## config.mk

```make
export PLATFORM = sky130hd
export DESIGN_NAME = binary_to_bcd_double_dabble_top
export DESIGN_NICKNAME = d
export VERILOG_FILES = /design/src/sv/b2bcd_pkg.sv /design/src/sv/binary_to_bcd_double_dabble_top.sv /design/src/sv/b2bcd_dp.sv /design/src/sv/b2bcd_ctrl.sv
export SDC_FILE = /design/constraint.sdc
export NUM_CORES = 1
export LEC_CHECK = 0
export BUFFER_PORTS_ARGS = -buffer_cell sky130_fd_sc_hd__buf_2
export CAP_MARGIN = 10
export CORE_AREA = 2 2 102 104
export CTS_BUF_LIST = sky130_fd_sc_hd__clkbuf_8
export DETAILED_ROUTE_END_ITERATION = 16
export DIE_AREA = 0 0 104 106
export PLACE_DENSITY = 0.83
export REMOVE_ABC_BUFFERS = 1
export SETUP_SLACK_MARGIN = 0.5
export SLEW_MARGIN = 20
export SYNTH_ARGS = -nofsm -noshare
export SYNTH_HDL_FRONTEND = slang
export SYNTH_SLANG_ARGS = --single-unit
export TNS_END_PERCENT = 30
```

## constraint.sdc

```tcl
create_clock -name clk -period 2.86 [get_ports clk]
set_input_delay 0.572 -clock clk [delete_from_list [all_inputs] [get_ports clk]]
set_output_delay 0.572 -clock clk [all_outputs]
set_load 0.1 [all_outputs]
```

## src/sv/b2bcd_pkg.sv

```systemverilog
`timescale 1ns / 1ps
`default_nettype none
// ----------------------------------------------------------------------------
// Binary to BCD converter package
// Shared sizes, controller states and the command and status bundles that
// join the controller to the datapath.
// ----------------------------------------------------------------------------
package b2bcd_pkg;

  localparam int MAX_INPUT_BYTES = 8;
  localparam int BCD_DIGITS      = 20;
  localparam int BITS_PER_BYTE   = 8;

  localparam int PAIR_COUNT = (BCD_DIGITS + 1) / 2;
  localparam int BCD_W      = BCD_DIGITS * 4;
  localparam int PAIR_REG_W = PAIR_COUNT * 8;
  localparam int CNT_W      = $clog2(MAX_INPUT_BYTES + 1);
  localparam int BIT_W      = $clog2(BITS_PER_BYTE);

  localparam logic [CNT_W-1:0] MAX_CNT  = CNT_W'(MAX_INPUT_BYTES);
  localparam logic [BIT_W-1:0] LAST_BIT = BIT_W'(BITS_PER_BYTE - 1);

  typedef enum logic [1:0] {
    ST_IDLE,
    ST_SHIFT,
    ST_EMIT
  } state_t;

  typedef struct packed {
    logic load;
    logic clear;
    logic set_ovf;
    logic step;
    logic shift_out;
  } cmd_t;

  typedef struct packed {
    logic top_pair;
  } sts_t;

endpackage : b2bcd_pkg
`default_nettype wire

```

## src/sv/binary_to_bcd_double_dabble_top.sv

```systemverilog
`timescale 1ns / 1ps
`default_nettype none
// ----------------------------------------------------------------------------
// Binary to BCD converter, double dabble
// Takes an unsigned magnitude one byte word at a time, most significant byte
// first, and returns packed BCD digit pairs after the last byte.
// ----------------------------------------------------------------------------
// The block handles one word at a time. An accepted byte is captured into the
// data register and then shifted into the full digit register with one
// add-3-and-shift step per input bit, one bit per cycle. A byte beyond the
// capacity is dropped in its accept cycle and raises overflow. After the last
// byte the digit pairs leave one per cycle, least significant first, up to
// the highest nonzero pair, while out_ready is high; no new byte is taken
// until the top pair has been delivered.
module binary_to_bcd_double_dabble_top import b2bcd_pkg::*; (
  input  wire logic       clk,
  input  wire logic       rst_n,
  input  wire logic       in_valid,
  output logic            in_ready,
  input  wire logic [7:0] in_data_byte,
  input  wire logic       in_sign_in,
  input  wire logic       in_last_byte,
  output logic            out_valid,
  input  wire logic       out_ready,
  output logic      [7:0] out_digit_pair,
  output logic            out_sign_out,
  output logic            out_last_pair,
  output logic            out_overflow
);

  cmd_t cmd;
  sts_t sts;

  b2bcd_ctrl u_ctrl (
    .clk       (clk),
    .rst_n     (rst_n),
    .in_valid  (in_valid),
    .in_ready  (in_ready),
    .in_last   (in_last_byte),
    .out_valid (out_valid),
    .out_ready (out_ready),
    .sts       (sts),
    .cmd       (cmd)
  );

  b2bcd_dp u_dp (
    .clk     (clk),
    .cmd     (cmd),
    .sts     (sts),
    .in_byte (in_data_byte),
    .in_sign (in_sign_in),
    .pair    (out_digit_pair),
    .sign    (out_sign_out),
    .ovf     (out_overflow)
  );

  assign out_last_pair = sts.top_pair;

  a_no_overlap : assert property (@(posedge clk) disable iff (!rst_n)
    !(in_ready && out_valid))
    else $error("input and output sides active together");

  a_more_pairs : assert property (@(posedge clk) disable iff (!rst_n)
    out_valid && out_ready && !out_last_pair |=> out_valid)
    else $error("pair sequence ended before the top pair");

  a_back_to_idle : assert property (@(posedge clk) disable iff (!rst_n)
    out_valid && out_ready && out_last_pair |=> in_ready && !out_valid)
    else $error("block did not return to idle after the top pair");

  a_flags_hold : assert property (@(posedge clk) disable iff (!rst_n)
    out_valid && out_ready && !out_last_pair |=>
      $stable(out_overflow) && $stable(out_sign_out))
    else $error("sign or overflow changed within one number");

endmodule : binary_to_bcd_double_dabble_top
`default_nettype wire

```

## src/sv/b2bcd_dp.sv

```systemverilog
`timescale 1ns / 1ps
`default_nettype none
// ----------------------------------------------------------------------------
// Binary to BCD datapath
// Holds the byte being shifted in, the packed BCD digit register, the sign
// and the overflow flag, and performs one add-3-and-shift step per command.
// ----------------------------------------------------------------------------
module b2bcd_dp import b2bcd_pkg::*; (
  input  wire logic                     clk,
  input  wire cmd_t                     cmd,
  output sts_t                          sts,
  input  wire logic [BITS_PER_BYTE-1:0] in_byte,
  input  wire logic                     in_sign,
  output logic      [7:0]               pair,
  output logic                          sign,
  output logic                          ovf
);

  logic [BITS_PER_BYTE-1:0] data_r, data_nxt;
  logic [PAIR_REG_W-1:0]    digits_r, digits_nxt;
  logic                     sign_r, sign_nxt;
  logic                     ovf_r, ovf_nxt;
  logic [BCD_W-1:0]         adj;

  always_comb begin
    logic [3:0] d;
    for (int i = 0; i < BCD_DIGITS; i++) begin
      d = digits_r[i*4 +: 4];
      adj[i*4 +: 4] = (d > 4'd4) ? 4'(d + 4'd3) : d;
    end
  end

  always_comb begin
    data_nxt   = data_r;
    digits_nxt = digits_r;
    sign_nxt   = sign_r;
    ovf_nxt    = ovf_r;
    if (cmd.load) begin
      data_nxt = in_byte;
    end
    if (cmd.clear) begin
      digits_nxt = '0;
      sign_nxt   = in_sign;
      ovf_nxt    = 1'b0;
    end
    if (cmd.set_ovf) begin
      ovf_nxt = 1'b1;
    end
    if (cmd.step) begin
      digits_nxt = '0;
      digits_nxt[BCD_W-1:0] = {adj[BCD_W-2:0], data_r[BITS_PER_BYTE-1]};
      data_nxt = {data_r[BITS_PER_BYTE-2:0], 1'b0};
    end
    if (cmd.shift_out) begin
      digits_nxt = digits_r >> 8;
    end
  end

  always_ff @(posedge clk) begin
    data_r   <= data_nxt;
    digits_r <= digits_nxt;
    sign_r   <= sign_nxt;
    ovf_r    <= ovf_nxt;
  end

  assign sts.top_pair = (digits_r[PAIR_REG_W-1:8] == '0);
  assign pair = digits_r[7:0];
  assign sign = sign_r;
  assign ovf  = ovf_r;

endmodule : b2bcd_dp
`default_nettype wire

```

## src/sv/b2bcd_ctrl.sv

```systemverilog
`timescale 1ns / 1ps
`default_nettype none
// ----------------------------------------------------------------------------
// Binary to BCD controller
// Sequences byte acceptance, the eight shift steps per byte and the output
// of digit pairs, and keeps the byte count of the current number.
// ----------------------------------------------------------------------------
module b2bcd_ctrl import b2bcd_pkg::*; (
  input  wire logic clk,
  input  wire logic rst_n,
  input  wire logic in_valid,
  output logic      in_ready,
  input  wire logic in_last,
  output logic      out_valid,
  input  wire logic out_ready,
  input  wire sts_t sts,
  output cmd_t      cmd
);

  state_t           state_r, state_nxt;
  logic [CNT_W-1:0] cnt_r, cnt_nxt;
  logic [BIT_W-1:0] bit_r, bit_nxt;
  logic             last_r, last_nxt;

  always_comb begin
    state_nxt = state_r;
    cnt_nxt   = cnt_r;
    bit_nxt   = bit_r;
    last_nxt  = last_r;
    unique case (state_r)
      ST_IDLE: begin
        if (in_valid) begin
          last_nxt = in_last;
          bit_nxt  = '0;
          if (cnt_r < MAX_CNT) begin
            cnt_nxt   = CNT_W'(cnt_r + 1'b1);
            state_nxt = ST_SHIFT;
          end else if (in_last) begin
            state_nxt = ST_EMIT;
          end
        end
      end
      ST_SHIFT: begin
        bit_nxt = BIT_W'(bit_r + 1'b1);
        if (bit_r == LAST_BIT) begin
          state_nxt = last_r ? ST_EMIT : ST_IDLE;
        end
      end
      ST_EMIT: begin
        if (out_ready && sts.top_pair) begin
          cnt_nxt   = '0;
          state_nxt = ST_IDLE;
        end
      end
      default: state_nxt = ST_IDLE;
    endcase
  end

  always_comb begin
    in_ready      = 1'b0;
    out_valid     = 1'b0;
    cmd           = '0;
    unique case (state_r)
      ST_IDLE: begin
        in_ready    = 1'b1;
        cmd.load    = in_valid;
        cmd.clear   = in_valid && (cnt_r == '0);
        cmd.set_ovf = in_valid && (cnt_r >= MAX_CNT);
      end
      ST_SHIFT: begin
        cmd.step = 1'b1;
      end
      ST_EMIT: begin
        out_valid     = 1'b1;
        cmd.shift_out = out_ready;
      end
      default: begin
        in_ready = 1'b0;
      end
    endcase
  end

  always_ff @(posedge clk) begin
    if (!rst_n) begin
      state_r <= ST_IDLE;
      cnt_r   <= '0;
      bit_r   <= '0;
      last_r  <= 1'b0;
    end else begin
      state_r <= state_nxt;
      cnt_r   <= cnt_nxt;
      bit_r   <= bit_nxt;
      last_r  <= last_nxt;
    end
  end

endmodule : b2bcd_ctrl
`default_nettype wire
```

; Yosys cells after proc, flatten, opt, wreduce, memory -nomap -nowiden
; Cells that the tools add are included.
[classes]
add_sub_neg = 22
magnitude_cmp = 22
n_eq_ne = 8
muxes = 43
reduce_logical = 15
[ops]
columns = op, n
row1 = two-way mux 80 bit, 2
row2 = two-way mux 4 bit, 22
row3 = > comparator 4 x 3 -> 1 bit (second input constant), 20
row4 = adder 4 x 2 -> 4 bit (second input constant), 19
row5 = logical NOT 72 bit, 1
row6 = two-way mux 72 bit, 1
row7 = two-way mux 8 bit, 2
row8 = two-way mux 2 bit, 6
row9 = two-way mux 3 bit, 3
row10 = case mux 4 bit (2 select lines), 1
row11 = AND reduction 4 bit, 2
row12 = nonzero test 2 bit, 4
row13 = != test 2 x 1 -> 1 bit (second input constant), 3
row14 = case mux 2 bit (3 select lines), 1
row15 = case mux 3 bit (2 select lines), 1
row16 = adder 4 x 1 -> 4 bit (second input constant), 1
row17 = greater-or-equal comparator 4 bit (second input constant), 1
row18 = logical NOT 4 bit, 1
row19 = less-than comparator 4 bit (second input constant), 1
row20 = two-way mux 1 bit, 4
row21 = AND reduction 2 bit, 2
row22 = adder 3 x 1 -> 3 bit (second input constant), 1
row23 = adder 3 x 2 -> 3 bit (second input constant), 1
row24 = equality test 3 bit (second input constant), 1
row25 = 7 further kinds, 9
[word_totals]
regBits = 100
in_bits = 14
out_inout_bits = 13
elab_cells = 120

; Logic depth before layout (Yosys ltp)
[depth]
ltp_word = 6
mapped_depth = 7
depth_no_buf = 6

; By module
; A second synthesis with hierarchy kept.
[hier_totals]
cells_unflattened = 600
hier_area_um2 = 6102.1
[modules_own_cells]
columns = module, n_inst, cells_each, area_per_inst_um2, seq_area_each_um2
row1 = b2bcd_dp, 1, 537, 5536.6, 2602.5
row2 = b2bcd_ctrl, 1, 63, 565.5, 200.2

; Least setup slack after synthesis
; No wires, ideal clock.
[synth_path]
path_kind = register to output
startpoint = register u_dp.digits_r[44]
endpoint = output port out_last_pair
arrival_ns = 2.313
required_ns = 2.288
path_slack_ns = -0.025
stages_incl_launch_ff = 6
path_cell_list = edfxtp_1 inv_1 ha_1 nor4bb_1 nand4_1 nor4_4
[synth_via]
elab_chain_cells = 1
[synth_rtl]
columns = element, line
row1 = "start, declared", b2bcd_dp.sv:20  ; logic [PAIR_REG_W-1:0] digits_r, digits_nxt;
row2 = "start signal, assigned", b2bcd_dp.sv:61  ; digits_r <= digits_nxt;
row3 = logical NOT 72 bit, b2bcd_dp.sv:66  ; assign sts.top_pair = (digits_r[PAIR_REG_W-1:8] == '0);
row4 = "end, declared", binary_to_bcd_double_dabble_top.sv:27  ; output logic out_last_pair,
; Every way passes these cells.

; Worst setup path in the final report
[layout_path]
startpoint = register u_dp.digits_r[28]
endpoint = output port out_last_pair
; The elaborated chain is that of the path after synthesis.

==> impl_metrics.json <==
{
  "core_sq_um": 10000,
  "yosysSeqAreaShare_pct": 44.8,
  "tightest_slew_ns": 0.762,
  "cts_root_buf": "clkbuf_8",
  "cts.htree.levels": 3,
  "wl_mm": 13.7,
  "fillCellCount": 731,
  "gr-usage-all-layers_pct": 25.5,
  "clock_sinks": 100,
  "grt-ovfl-total": 0,
  "ios": 27,
  "yosysMostFrequentCell": "o21ai_0",
  "finalPower_mw": 4.40,
  "synth_area_leaders": "edfxtp_1, ha_1, o21ai_0, dfxtp_1, nand2_1",
  "routabilityCongestion": 0.834,
  "viasPerCell": 5.88,
  "rsz0062_at_grt": "yes",
  "wire_per_inst_microns": 16.5,
  "die_w_microns": 104,
  "holdBufCountCts": 0,
  "relSlewSlack_pct": 49.2,
  "fin_setup_tns_ns": 0,
  "placedCellCount": 789,
  "synth_top_area_cell": "edfxtp_1",
  "cp_max_fo": 4,
  "setup_viol": 0,
  "row_count": 37,
  "detail_route.iter0.violations": 352,
  "hold_violations": 0,
  "ir_worst_vdd_mv": 0.406,
  "endpoint_kind": "output pin",
  "p_per_area_nw_per_um2": 624,
  "critPathKind": "reg2out",
  "worst_setup_path_start_kind": "flop",
  "die_h_microns": 106,
  "clk_pin_slew_worst_paths_ns": 0.09,
  "hpwl_mm": 9.15,
  "drt_first_pass_iters": 5,
  "grt_max_degree": 78,
  "antenna_found_initial": 0,
  "drv_slew": 0,
  "dieArea_sq_um": 11000,
  "postSynth.asyncResetShare_pct": 0,
  "clockBufferDepth": 2,
  "power_leakage_nw": 2.83,
  "drive_above_1_share_pct": 20.8,
  "synth.avg_cell_area_sq_um": 9.65,
  "synth.top_cell.area_share_pct": 38.4,
  "fmax_ghz": 0.355,
  "portBuffers": 26,
  "hold_class": "in2reg",
  "num-nets-final": 748,
  "worstPathRequired_ns": 2.29,
  "fin_ws_ns": 0.0454,
  "final_cells": 833,
  "maxCapViolations": 0,
  "ys_ff_latch": 100,
  "whs_ns": 0.366,
  "grt_pass1_wl_mm": 22.7,
  "pre_cts_ws_ns": 0.219,
  "outcome": "completed",
  "grt_pass1_vias": 4854,
  "syn_inst": 649,
  "start_util_pct": 62.6,
  "route.detailed.drc": 0,
  "yosys_warnings": 0,
  "antenna_left": 0,
  "worst_ep_arrival_time_ns": 2.24,
  "cts_made_buffers": 9,
  "clock_skew_ns": 0.0103,
  "yosysUniqueCellTypes": 51,
  "place_area_sq_um": 6490,
  "clk_latency_ns": 0.38,
  "area_growth_pct": 12.6,
  "design_area_sq_um": 7050,
  "syn-cell-area_sq_um": 6260,
  "synthFlopType": "edfxtp_1",
  "min_period_over_period_pct": 98.4,
  "synth-edff-count": 80,
  "dr_total_vias": 4900,
  "antenna_cells": 0,
  "period_needed_ns": 2.81,
  "fin_util_pct": 70.5,
  "cts_tree": "built",
  "synth_common_cells": "o21ai_0, edfxtp_1, nand2_1"
}
[critical path, cell delays in order (launching register included)]
cell and delay (ns):
edfxtp_1 0.43, inv_2 0.10, ha_2 0.20, nor4bb_4 0.29, nand4_1 0.19, nor4_4 0.42, buf_12 0.22
[placed cells by master (no fill, tap or decap), drive strengths merged, types with 19 or more instances in the layout]
master | netlist | routed
a21oi | 55 | 55
buf | 24 | 63
dfxtp | 20 | 20
edfxtp | 80 | 80
ha | 42 | 42
inv | 63 | 65
nand2 | 76 | 76
nor2 | 21 | 21
nor2b | 19 | 19
nor3 | 19 | 19
o21ai | 88 | 88
xnor2 | 19 | 19
[metal layers]
layer	share of wire (%)	track usage [%]	vias to the layer above	wire length, microns
li1	-	-	2376	-
met1	42	31.2	2365	5700
met2	52	45.9	131	7180
met3	4.1	4.35	28	564
met4	2.0	8.20	0	273
met5	0	0	-	0
[power breakdown]
part | total, mW | internal (mW) | switching [mW]
combinational | 1.33 | 0.584 | 0.750
sequential | 2.07 | 1.82 | 0.245
clock | 0.998 | 0.509 | 0.489
total | 4.40 | 2.92 | 1.48
[repair_timing]
action,in CTS,in global routing
endpoints found under the setup margin,1,1
buffers inserted,22,6
resized for setup,32,10
pin swaps,6,3
[layout make-up]
class | count | area (sq um) | area share (%)
Multi-Input combinational cell | 454 | 3190 | 45.2
Sequential cell | 100 | 2800 | 39.7
Timing Repair Buffer | 63 | 435 | 6.17
Inverter | 64 | 240 | 3.41
Tap cell | 136 | 170 | 2.41
Clock buffer | 10 | 138 | 1.95
Clock inverter | 6 | 80.1 | 1.14
[cell families after synthesis]
group                    after synthesis  share of synthesized area [%]
adder cells (fa/ha/maj)               42                           8.39
AND/OR/NAND/NOR                      173                           14.8
buffers and inverters                 95                           6.57
multiplexers                          21                           3.66
XOR/XNOR                              26                           3.64
flip-flops                           100                           44.8
AO/OA/AOI/OAI                        192                           18.2
[sequential cells by signal, indices dropped and copies added, names as in the netlist]
name	count
u_ctrl.last_r	1
u_ctrl.bit_r	3
u_dp.ovf	1
u_dp.data_r	8
u_dp.digits_r	80
u_ctrl.cnt_r	4
u_dp.sign	1
u_ctrl.state_r	2
[final timing paths]
check                    start               to  slack, ns  cells past startpoint
max          u_dp.digits_r[28]    out_last_pair       0.05                      6
min                 in_sign_in        u_dp.sign       0.37                      1
max reg2reg  u_dp.digits_r[28]  u_ctrl.cnt_r[0]       0.80                      8
min reg2reg     u_dp.data_r[0]   u_dp.data_r[0]       0.46                      2
Power figures use the tool's default switching activity.
